<file path="src/tiff_hip_pkg.sv">
`timescale 1ns / 1ps
// ----------------------------------------------------------------------------
// TIFF header parser package
// Types, codes and the byte assembly function shared by the parser modules.
// ----------------------------------------------------------------------------
package tiff_hip_pkg;

  // Parsing phases of the back end.
  typedef enum logic [2:0] {
    PH_HEADER,
    PH_SKIP,
    PH_COUNT,
    PH_ENTRY,
    PH_IDLE
  } phase_t;

  // Kinds of result word.
  typedef enum logic [1:0] {
    KIND_HEADER,
    KIND_ENTRY,
    KIND_ERROR,
    KIND_EMPTY
  } kind_t;

  // Error codes carried by an error result.
  typedef enum logic [1:0] {
    ERR_NONE,
    ERR_BYTE_ORDER,
    ERR_VERSION,
    ERR_OFFSET
  } err_t;

  localparam logic [15:0] MARK_LE    = 16'h4949;
  localparam logic [15:0] MARK_BE    = 16'h4D4D;
  localparam logic [15:0] VERSION    = 16'h002A;
  localparam logic [31:0] HEADER_LEN = 32'd8;
  localparam logic [3:0]  ENTRY_LAST = 4'd11;

  // One input word tagged with its position in the file.
  typedef struct packed {
    logic [7:0]  data;
    logic        start;
    logic [31:0] pos;
  } item_t;

  // Write side of the queue between front and back.
  typedef struct packed {
    logic  push;
    item_t item;
  } qwr_t;

  // Read side of the queue between front and back.
  typedef struct packed {
    logic  valid;
    item_t item;
  } qrd_t;

  // Add byte k of a field to the word, in the detected byte order.
  function automatic logic [31:0] take_byte(input logic        le,
                                            input logic [1:0]  k,
                                            input logic [31:0] word,
                                            input logic [7:0]  b);
    logic [31:0] base;
    base = (k == 2'd0) ? 32'd0 : word;
    if (le) begin
      return base | ({24'd0, b} << {k, 3'b000});
    end
    return {base[23:0], b};
  endfunction

endpackage

</file>
<file path="src/tiff_hip_front.sv">
`timescale 1ns / 1ps
// ----------------------------------------------------------------------------
// TIFF parser front end
// Accepts bytes and tags each with its position counted from file start.
// ----------------------------------------------------------------------------
module tiff_hip_front import tiff_hip_pkg::*; (
  input  logic       clk,
  input  logic       rst,
  input  logic       byte_valid,
  output logic       byte_stall,
  input  logic [7:0] byte_value,
  input  logic       file_start,
  input  logic       q_full,
  output qwr_t       q_wr
);

  logic [31:0] position;
  logic [31:0] pos;
  logic        accept;

  // A new file restarts the position count at this byte.
  assign pos        = file_start ? 32'd0 : position;
  assign byte_stall = q_full;
  assign accept     = byte_valid && !q_full;

  assign q_wr.push       = accept;
  assign q_wr.item.data  = byte_value;
  assign q_wr.item.start = file_start;
  assign q_wr.item.pos   = pos;

  // Position of the next byte, wrapping at 32 bits.
  always_ff @(posedge clk) begin
    if (rst) begin
      position <= 32'd0;
    end else if (accept) begin
      position <= pos + 32'd1;
    end
  end

endmodule

</file>
<file path="src/tiff_hip_fifo.sv">
`timescale 1ns / 1ps
// ----------------------------------------------------------------------------
// TIFF parser queue
// Two-entry queue that decouples the front end from the back end.
// ----------------------------------------------------------------------------
module tiff_hip_fifo import tiff_hip_pkg::*; (
  input  logic clk,
  input  logic rst,
  input  qwr_t q_wr,
  output logic q_full,
  input  logic pop,
  output qrd_t q_rd
);

  item_t       slots [2];
  logic        wr_ptr;
  logic        rd_ptr;
  logic [1:0]  count;
  logic        do_pop;

  assign q_full     = (count == 2'd2);
  assign q_rd.valid = (count != 2'd0);
  assign q_rd.item  = slots[rd_ptr];
  assign do_pop     = pop && q_rd.valid;

  // Storage for the queued words.
  always_ff @(posedge clk) begin
    if (q_wr.push) begin
      slots[wr_ptr] <= q_wr.item;
    end
  end

  // Pointers and fill level.
  always_ff @(posedge clk) begin
    if (rst) begin
      wr_ptr <= 1'b0;
      rd_ptr <= 1'b0;
      count  <= 2'd0;
    end else begin
      if (q_wr.push) begin
        wr_ptr <= ~wr_ptr;
      end
      if (do_pop) begin
        rd_ptr <= ~rd_ptr;
      end
      if (q_wr.push && !do_pop) begin
        count <= count + 2'd1;
      end else if (!q_wr.push && do_pop) begin
        count <= count - 2'd1;
      end
    end
  end

endmodule

</file>
<file path="src/tiff_hip_back.sv">
`timescale 1ns / 1ps
// ----------------------------------------------------------------------------
// TIFF parser back end
// Parses the header and the first directory and drives the result register.
// ----------------------------------------------------------------------------
module tiff_hip_back import tiff_hip_pkg::*; (
  input  logic        clk,
  input  logic        rst,
  input  qrd_t        q_rd,
  output logic        pop,
  output logic        result_valid,
  input  logic        result_stall,
  output logic [1:0]  kind,
  output logic [1:0]  error_code,
  output logic        little_endian,
  output logic [15:0] tag_or_version,
  output logic [15:0] data_type,
  output logic [31:0] value_count,
  output logic [31:0] offset_or_value,
  output logic [15:0] entry_index,
  output logic        last_entry
);

  // Parser state.
  phase_t      phase, phase_next;
  logic [3:0]  bif, bif_next;
  logic        endian, endian_next;
  logic [31:0] word, word_next;
  logic [31:0] dir_off, dir_off_next;
  logic [15:0] total, total_next;
  logic [15:0] done, done_next;
  logic [15:0] p_tag, p_tag_next;
  logic [15:0] p_type, p_type_next;
  logic [31:0] p_count, p_count_next;

  // Effective state after a possible file restart.
  phase_t      e_phase;
  logic [3:0]  e_bif;
  logic        e_endian;
  logic [31:0] e_word;
  logic [31:0] e_dir;
  logic [15:0] e_total;
  logic [15:0] e_done;
  logic [15:0] e_tag;
  logic [15:0] e_type;
  logic [31:0] e_count;

  logic        start;
  logic [7:0]  b;
  logic        go;
  logic        emit;
  kind_t       r_kind;
  err_t        r_err;
  logic        r_le;
  logic [15:0] r_tag;
  logic [15:0] r_type;
  logic [31:0] r_count;
  logic [31:0] r_off;
  logic [15:0] r_index;
  logic        r_last;
  logic [15:0] mark;
  logic [3:0]  p;
  logic [1:0]  k;
  logic [15:0] done_inc;
  logic        last;

  assign start = q_rd.item.start;
  assign b     = q_rd.item.data;

  // A word is taken whenever the result register is free or being drained.
  assign go  = q_rd.valid && (!result_valid || !result_stall);
  assign pop = go;

  // A restart behaves as if every state register had just been cleared.
  always_comb begin
    if (start) begin
      e_phase  = PH_HEADER;
      e_bif    = 4'd0;
      e_endian = 1'b0;
      e_word   = 32'd0;
      e_dir    = 32'd0;
      e_total  = 16'd0;
      e_done   = 16'd0;
      e_tag    = 16'd0;
      e_type   = 16'd0;
      e_count  = 32'd0;
    end else begin
      e_phase  = phase;
      e_bif    = bif;
      e_endian = endian;
      e_word   = word;
      e_dir    = dir_off;
      e_total  = total;
      e_done   = done;
      e_tag    = p_tag;
      e_type   = p_type;
      e_count  = p_count;
    end
  end

  // Next state and result for the word at the head of the queue.
  always_comb begin
    phase_next   = e_phase;
    bif_next     = e_bif;
    endian_next  = e_endian;
    word_next    = e_word;
    dir_off_next = e_dir;
    total_next   = e_total;
    done_next    = e_done;
    p_tag_next   = e_tag;
    p_type_next  = e_type;
    p_count_next = e_count;
    emit    = 1'b0;
    r_kind  = KIND_HEADER;
    r_err   = ERR_NONE;
    r_le    = 1'b0;
    r_tag   = 16'd0;
    r_type  = 16'd0;
    r_count = 32'd0;
    r_off   = 32'd0;
    r_index = 16'd0;
    r_last  = 1'b0;
    mark     = {e_word[7:0], b};
    p        = 4'd0;
    k        = 2'd0;
    done_inc = e_done + 16'd1;
    last     = 1'b0;

    if (e_phase == PH_HEADER) begin
      bif_next = e_bif + 4'd1;
      if (e_bif == 4'd0) begin
        word_next = {24'd0, b};
      end else if (e_bif == 4'd1) begin
        // Byte-order mark.
        if (mark == MARK_LE) begin
          endian_next = 1'b1;
        end else if (mark == MARK_BE) begin
          endian_next = 1'b0;
        end else begin
          endian_next = 1'b0;
          emit        = 1'b1;
          r_kind      = KIND_ERROR;
          r_err       = ERR_BYTE_ORDER;
          r_tag       = mark;
          phase_next  = PH_IDLE;
          bif_next    = 4'd0;
        end
      end else if (e_bif <= 4'd3) begin
        // Version word.
        word_next = take_byte(e_endian, {1'b0, e_bif[0]}, e_word, b);
        if (e_bif == 4'd3 && word_next[15:0] != VERSION) begin
          emit       = 1'b1;
          r_kind     = KIND_ERROR;
          r_err      = ERR_VERSION;
          r_le       = e_endian;
          r_tag      = word_next[15:0];
          phase_next = PH_IDLE;
          bif_next   = 4'd0;
        end
      end else begin
        // First directory offset.
        word_next = take_byte(e_endian, e_bif[1:0], e_word, b);
        if (e_bif >= 4'd7) begin
          dir_off_next = word_next;
          bif_next     = 4'd0;
          emit         = 1'b1;
          r_le         = e_endian;
          r_off        = word_next;
          if (word_next < HEADER_LEN) begin
            r_kind     = KIND_ERROR;
            r_err      = ERR_OFFSET;
            phase_next = PH_IDLE;
          end else begin
            r_kind     = KIND_HEADER;
            r_tag      = VERSION;
            phase_next = PH_SKIP;
          end
        end
      end
    end else begin
      // The skip ends on the byte at the directory offset.
      if (e_phase == PH_SKIP && q_rd.item.pos == e_dir) begin
        phase_next = PH_COUNT;
        bif_next   = 4'd0;
      end
      if (phase_next == PH_COUNT) begin
        k         = {1'b0, bif_next[0]};
        word_next = take_byte(e_endian, k, e_word, b);
        bif_next  = {3'd0, bif_next[0]} + 4'd1;
        if (k == 2'd1) begin
          total_next = word_next[15:0];
          done_next  = 16'd0;
          bif_next   = 4'd0;
          if (word_next[15:0] == 16'd0) begin
            emit       = 1'b1;
            r_kind     = KIND_EMPTY;
            r_le       = e_endian;
            r_off      = e_dir;
            phase_next = PH_IDLE;
          end else begin
            phase_next = PH_ENTRY;
          end
        end
      end else if (phase_next == PH_ENTRY) begin
        // Entry layout: tag, type, count, value or offset.
        p         = (e_bif > ENTRY_LAST) ? ENTRY_LAST : e_bif;
        k         = (p == 4'd2 || p == 4'd3) ? {1'b0, p[0]} : p[1:0];
        word_next = take_byte(e_endian, k, e_word, b);
        bif_next  = p + 4'd1;
        if (p == 4'd1) begin
          p_tag_next = word_next[15:0];
        end else if (p == 4'd3) begin
          p_type_next = word_next[15:0];
        end else if (p == 4'd7) begin
          p_count_next = word_next;
        end else if (p == ENTRY_LAST) begin
          last      = (done_inc == e_total);
          emit      = 1'b1;
          r_kind    = KIND_ENTRY;
          r_le      = e_endian;
          r_tag     = e_tag;
          r_type    = e_type;
          r_count   = e_count;
          r_off     = word_next;
          r_index   = e_done;
          r_last    = last;
          done_next = done_inc;
          bif_next  = 4'd0;
          if (last) begin
            phase_next = PH_IDLE;
          end
        end
      end
    end
  end

  // State register.
  always_ff @(posedge clk) begin
    if (rst) begin
      phase   <= PH_HEADER;
      bif     <= 4'd0;
      endian  <= 1'b0;
      word    <= 32'd0;
      dir_off <= 32'd0;
      total   <= 16'd0;
      done    <= 16'd0;
      p_tag   <= 16'd0;
      p_type  <= 16'd0;
      p_count <= 32'd0;
    end else if (go) begin
      phase   <= phase_next;
      bif     <= bif_next;
      endian  <= endian_next;
      word    <= word_next;
      dir_off <= dir_off_next;
      total   <= total_next;
      done    <= done_next;
      p_tag   <= p_tag_next;
      p_type  <= p_type_next;
      p_count <= p_count_next;
    end
  end

  // Result valid flag.
  always_ff @(posedge clk) begin
    if (rst) begin
      result_valid <= 1'b0;
    end else if (go && emit) begin
      result_valid <= 1'b1;
    end else if (!result_stall) begin
      result_valid <= 1'b0;
    end
  end

  // Result payload register.
  always_ff @(posedge clk) begin
    if (go && emit) begin
      kind            <= r_kind;
      error_code      <= r_err;
      little_endian   <= r_le;
      tag_or_version  <= r_tag;
      data_type       <= r_type;
      value_count     <= r_count;
      offset_or_value <= r_off;
      entry_index     <= r_index;
      last_entry      <= r_last;
    end
  end

endmodule

</file>
<file path="src/tiff_header_ifd_parser_top.sv">
`timescale 1ns / 1ps
// Result path: the completing byte is queued, then its result word is registered.
// Throughput: one byte per cycle; the back end takes one queued byte each cycle that
// the result register is free or drained.
// Reset: synchronous; clears the queue, position count and parser to the header phase.
// Result stall only reaches the input once the two-entry queue has filled.
// ----------------------------------------------------------------------------
// TIFF header and directory parser
// Front end, two-entry queue and parsing back end with a result register.
// ----------------------------------------------------------------------------
module tiff_header_ifd_parser_top import tiff_hip_pkg::*; (
  input  logic        clk,
  input  logic        rst,
  input  logic        byte_valid,
  output logic        byte_stall,
  input  logic [7:0]  byte_value,
  input  logic        file_start,
  output logic        result_valid,
  input  logic        result_stall,
  output logic [1:0]  kind,
  output logic [1:0]  error_code,
  output logic        little_endian,
  output logic [15:0] tag_or_version,
  output logic [15:0] data_type,
  output logic [31:0] value_count,
  output logic [31:0] offset_or_value,
  output logic [15:0] entry_index,
  output logic        last_entry
);

  qwr_t q_wr;
  qrd_t q_rd;
  logic q_full;
  logic pop;

  // Position tagging.
  tiff_hip_front u_front (
    .clk        (clk),
    .rst        (rst),
    .byte_valid (byte_valid),
    .byte_stall (byte_stall),
    .byte_value (byte_value),
    .file_start (file_start),
    .q_full     (q_full),
    .q_wr       (q_wr)
  );

  // Decoupling queue.
  tiff_hip_fifo u_fifo (
    .clk    (clk),
    .rst    (rst),
    .q_wr   (q_wr),
    .q_full (q_full),
    .pop    (pop),
    .q_rd   (q_rd)
  );

  // Parser and result register.
  tiff_hip_back u_back (
    .clk             (clk),
    .rst             (rst),
    .q_rd            (q_rd),
    .pop             (pop),
    .result_valid    (result_valid),
    .result_stall    (result_stall),
    .kind            (kind),
    .error_code      (error_code),
    .little_endian   (little_endian),
    .tag_or_version  (tag_or_version),
    .data_type       (data_type),
    .value_count     (value_count),
    .offset_or_value (offset_or_value),
    .entry_index     (entry_index),
    .last_entry      (last_entry)
  );

endmodule

</file>
<file path="config.mk">
export PLATFORM = sky130hd
export DESIGN_NAME = tiff_header_ifd_parser_top
export DESIGN_NICKNAME = d
export VERILOG_FILES = /design/src/tiff_hip_pkg.sv /design/src/tiff_hip_front.sv /design/src/tiff_hip_fifo.sv /design/src/tiff_hip_back.sv /design/src/tiff_header_ifd_parser_top.sv
export SDC_FILE = /design/constraint.sdc
export NUM_CORES = 1
export LEC_CHECK = 0
export BUFFER_PORTS_ARGS = -buffer_cell sky130_fd_sc_hd__buf_2
export CAP_MARGIN = 5
export CORE_ASPECT_RATIO = 0.6
export CORE_MARGIN = 4
export CORE_UTILIZATION = 30
export CTS_BUF_LIST = sky130_fd_sc_hd__clkbuf_8
export DETAILED_ROUTE_END_ITERATION = 7
export PLACE_DENSITY = 0.53
export SLEW_MARGIN = 15
export SYNTH_ARGS = -nofsm -noshare
export SYNTH_HDL_FRONTEND = slang
export SYNTH_SLANG_ARGS = --single-unit
</file>
<file path="constraint.sdc">
create_clock -name clk -period 7.8 [get_ports clk]
set_input_delay 0 -clock clk [delete_from_list [all_inputs] [get_ports clk]]
set_output_delay 0 -clock clk [all_outputs]
set_load 0.05 [all_outputs]
</file>
==> results.md <==
- Status: completed
- Net Count, Synth: approximately 2,400
- CP Max Fanout: 63
- Detailed-route wire length: 96,300 µm
- Worst-skew pair later-pin latency: 720 ps
- Global routing met1 resource utilization: 37.8%
- Hpwl dp: a little under 70,000 µm
- Clock sinks: 406
- Post-CTS Repair Setup Buffers: 0
- Top area cells in the synthesized netlist: edfxtp_1 (28%), dfxtp_1 (19%), nor2_1 (5.3%)
- Filler instances: approximately 7,300
- GRT busiest layer: met1
- Buf/Inv on CP: 3
- Slew margin rel.: about 16%
- Final net count: 2,492
- Global route overflow: 0
- Delay-heaviest family, CP: compound AO/OA/AOI/OAI gates
- Placed insts: 3,312
- Yosys cell types: slightly below 90
- Max-slew violation count: 0
- Register area share after synthesis: 47.2%
- I/O pin count: ~130
- Routed vias/inst: ~6.0
- CTS clk-pin slew, worst paths: 80 ps
- Tightest Pin Transition: 1240 ps
- Peak VDD IR: 0.149 mV
- Die area: 76,000 µm²
- First-pass GRT wire length: 138,000 µm
- FMAX: 0.166 GHz
- Post-Synthesis Cells: 2,387
- FF/Latch Area: 10,100 µm²
- GR Layer Usage met2: between 20% and 30%
- #FFs+latches synth: 406
- DR vias: 20,900
- # Max-Cap Violations: 0
- RSZ-0062 raised after global routing: false
- Slowest-stage cell, CP: dfxtp_4
- Pwr per Cell Area: around 340 nW/µm²
- Antenna violations before repair: 4
- Crit end category: register
- Gr usage total: 24.3%
- CTS Hold Bufs: 12
- Met3 usage: 10.7%
- Post-CTS Resized: 0
- Die Width: 353 µm
- Multi-input gate area: between 10,000 and 15,000 µm²
- Final Hold Fails: 0
- Die Y-Extent: 215 µm
- CP arrival: 6400 ps
- Final Non-Filler Cells: 3,451
- Layout area overhead: 14.4%
- Kind of critical path: register to register
- H-Tree Depth: 3
- Cell taking the most area after synthesis: edfxtp_1
- Async SR Flop Fraction: 0%
- Final Wtd Congestion: 1.03
- CTS tree: done
- Vias in the first global route: about 19,000
- Mapped Area: 21,500 µm²
- Layout cells sized above 1: 13.8%
- Initial DRC count: around 3,300
- HP Class: primary input to register
- Setup TNS: 0 ps
- Clk root buf: clkbuf_8
- Share of the synthesized area in the top cell type: 28.0%
- Clock skew: 47.9 ps
- DR pass1 iterations: 6
- Post-synth EDFFs: 200
- CP Data Required Time: 8180 ps
- Leak: 0.00827 µW
- Initial Utilization: slightly above 30%
- Critical path, cell by cell: mux2i_4 -> o21ai_0 -> a221oi_1 -> nand3_1 -> a211oi_1 -> and3_1 -> buf_4 -> or3_1 -> a211oi_4 -> o21ai_1 -> inv_4 -> buf_12
- Total CTS buffers: 68
- YS warnings: 0
- Setup violators final: 0
- Period utilization: slightly below 80%
- Largest buffer count on any clock path: 3
- Largest net degree at the start of global routing: 110
- Total Power Consumption: 8410 µW
- Slowest stage delay, CP: around 910 ps
- Fin crit period: 6030 ps
- DRC viols: 0
- Final ANT Viol Nets: 0
- Port Buffers: 132
- Placement row count: 75
- Post-DR wirelength/cell: 27.9 µm
- Startpoint types: register
- Core area: 70,400 µm²
- Top cells by count, synth: nor2_1 (305), nand2_1 (243), dfxtp_1 (206)
- Avg Inst Size Synth: approximately 9 µm²
- Most common cell in the netlist: nor2_1
- Ys flop type: dfxtp_1
==> where the power goes <==
part / internal, µW / total [µW] / switching (µW)
logic: 886 / 3530 / 2640
registers: 2490 / 2880 / 387
clock network: 1040 / 2010 / 970
==> state kept, by name, summed over array words and instances, names as in the netlist, 3 cells and up, named ones only <==
signal	cells
u_back.bif	4
u_back.data_type	16
u_back.dir_off	32
u_back.done	16
u_back.entry_index	16
u_back.offset_or_value	32
u_back.p_count	32
u_back.p_tag	16
u_back.p_type	16
u_back.phase	3
u_back.tag_or_version	16
u_back.total	16
u_back.value_count	32
u_back.word	32
u_fifo.slots	82
u_front.position	32
==> area by class of cell <==
| cell class | instances | area share [%] |
|---|---|---|
| Antenna cell | 2 | 0.0204 |
| Clock buffer | 76 | 4.26 |
| Clock inverter | 49 | 1.38 |
| Inverter | 31 | 0.484 |
| Multi-Input combinational cell | 1753 | 42.6 |
| Sequential cell | 406 | 41.3 |
| Tap cell | 924 | 4.71 |
| Timing Repair Buffer | 210 | 5.31 |
==> worst paths after layout <==
| check | end | depth (start not counted) | from | slack (ps) |
|---|---|---|---|---|
| worst max-delay path | u_back.kind[0]$_SDFFCE_PP0P_ | 12 | register | 1770 |
| worst min-delay path | u_fifo.slots[0][38]$_DFFE_PP_ | 2 | byte_value[5] | 80 |
| worst max register to register | u_back.kind[0]$_SDFFCE_PP0P_ | 12 | register | 1770 |
| worst min register to register | u_front.position[1]$_SDFFE_PP0P_ | 2 | u_front.position[1]$_SDFFE_PP0P_ | 480 |
==> logic make-up (layout without fill, tap and decap cells) <==
kind of cell	Yosys count	count (layout)	synth area share, %
DFF	406	406	47.2
and+or+nand+nor	901	901	19.7
AOI/OAI and AO/OA	717	717	22.3
buffers and inverters	228	366	4.47
adders and majority gates	9	9	0.525
other	0	2	0
xor gates and xnor gates	51	51	2.08
muxes	75	75	3.68
==> stage by stage <==
stage	worst slack (ps)	util, %	area, µm²	hold slack [ps]
after floorplan	1740	-	21500	98.9
after global placement	2170	32.7	23000	196
after detailed placement	2110	32.7	23000	215
after CTS	2070	34.9	24500	46.2
after global routing	1620	34.9	24500	56.7
final	1770	34.9	24600	77.6
==> routing by layer <==
| layer | routed length, µm | vias to the layer above |
|---|---|---|
| met2 | 34800 | 1396 |
| met5 | 28 | - |
| li1 | - | 9014 |
| met1 | 45700 | 10200 |
| met4 | 2140 | 6 |
| met3 | 13700 | 193 |
==> cells in the final DEF (no fill, tap or decap), types with 60 or more instances in the layout <==
cell      count
dfxtp_1     204
clkbuf_8     76
o22ai_1      60
edfxtp_1    200
a22oi_1     130
nand3_1      68
o21ai_0     135
buf_2       131
buf_4        65
nor2_1      301
and2_1       72
a21oi_1     128
nand2_1     243
==> worst register-to-register path, stage by stage, from the launching register on <==
cell	delay [ps]
dfxtp_4	910
mux2i_4	900
o21ai_0	220
a221oi_1	450
nand3_1	250
a211oi_1	430
and3_1	570
buf_4	340
or3_1	430
a211oi_4	60
o21ai_1	330
inv_4	300
buf_12	440
No activity file was read; power rests on OpenSTA's default activity.
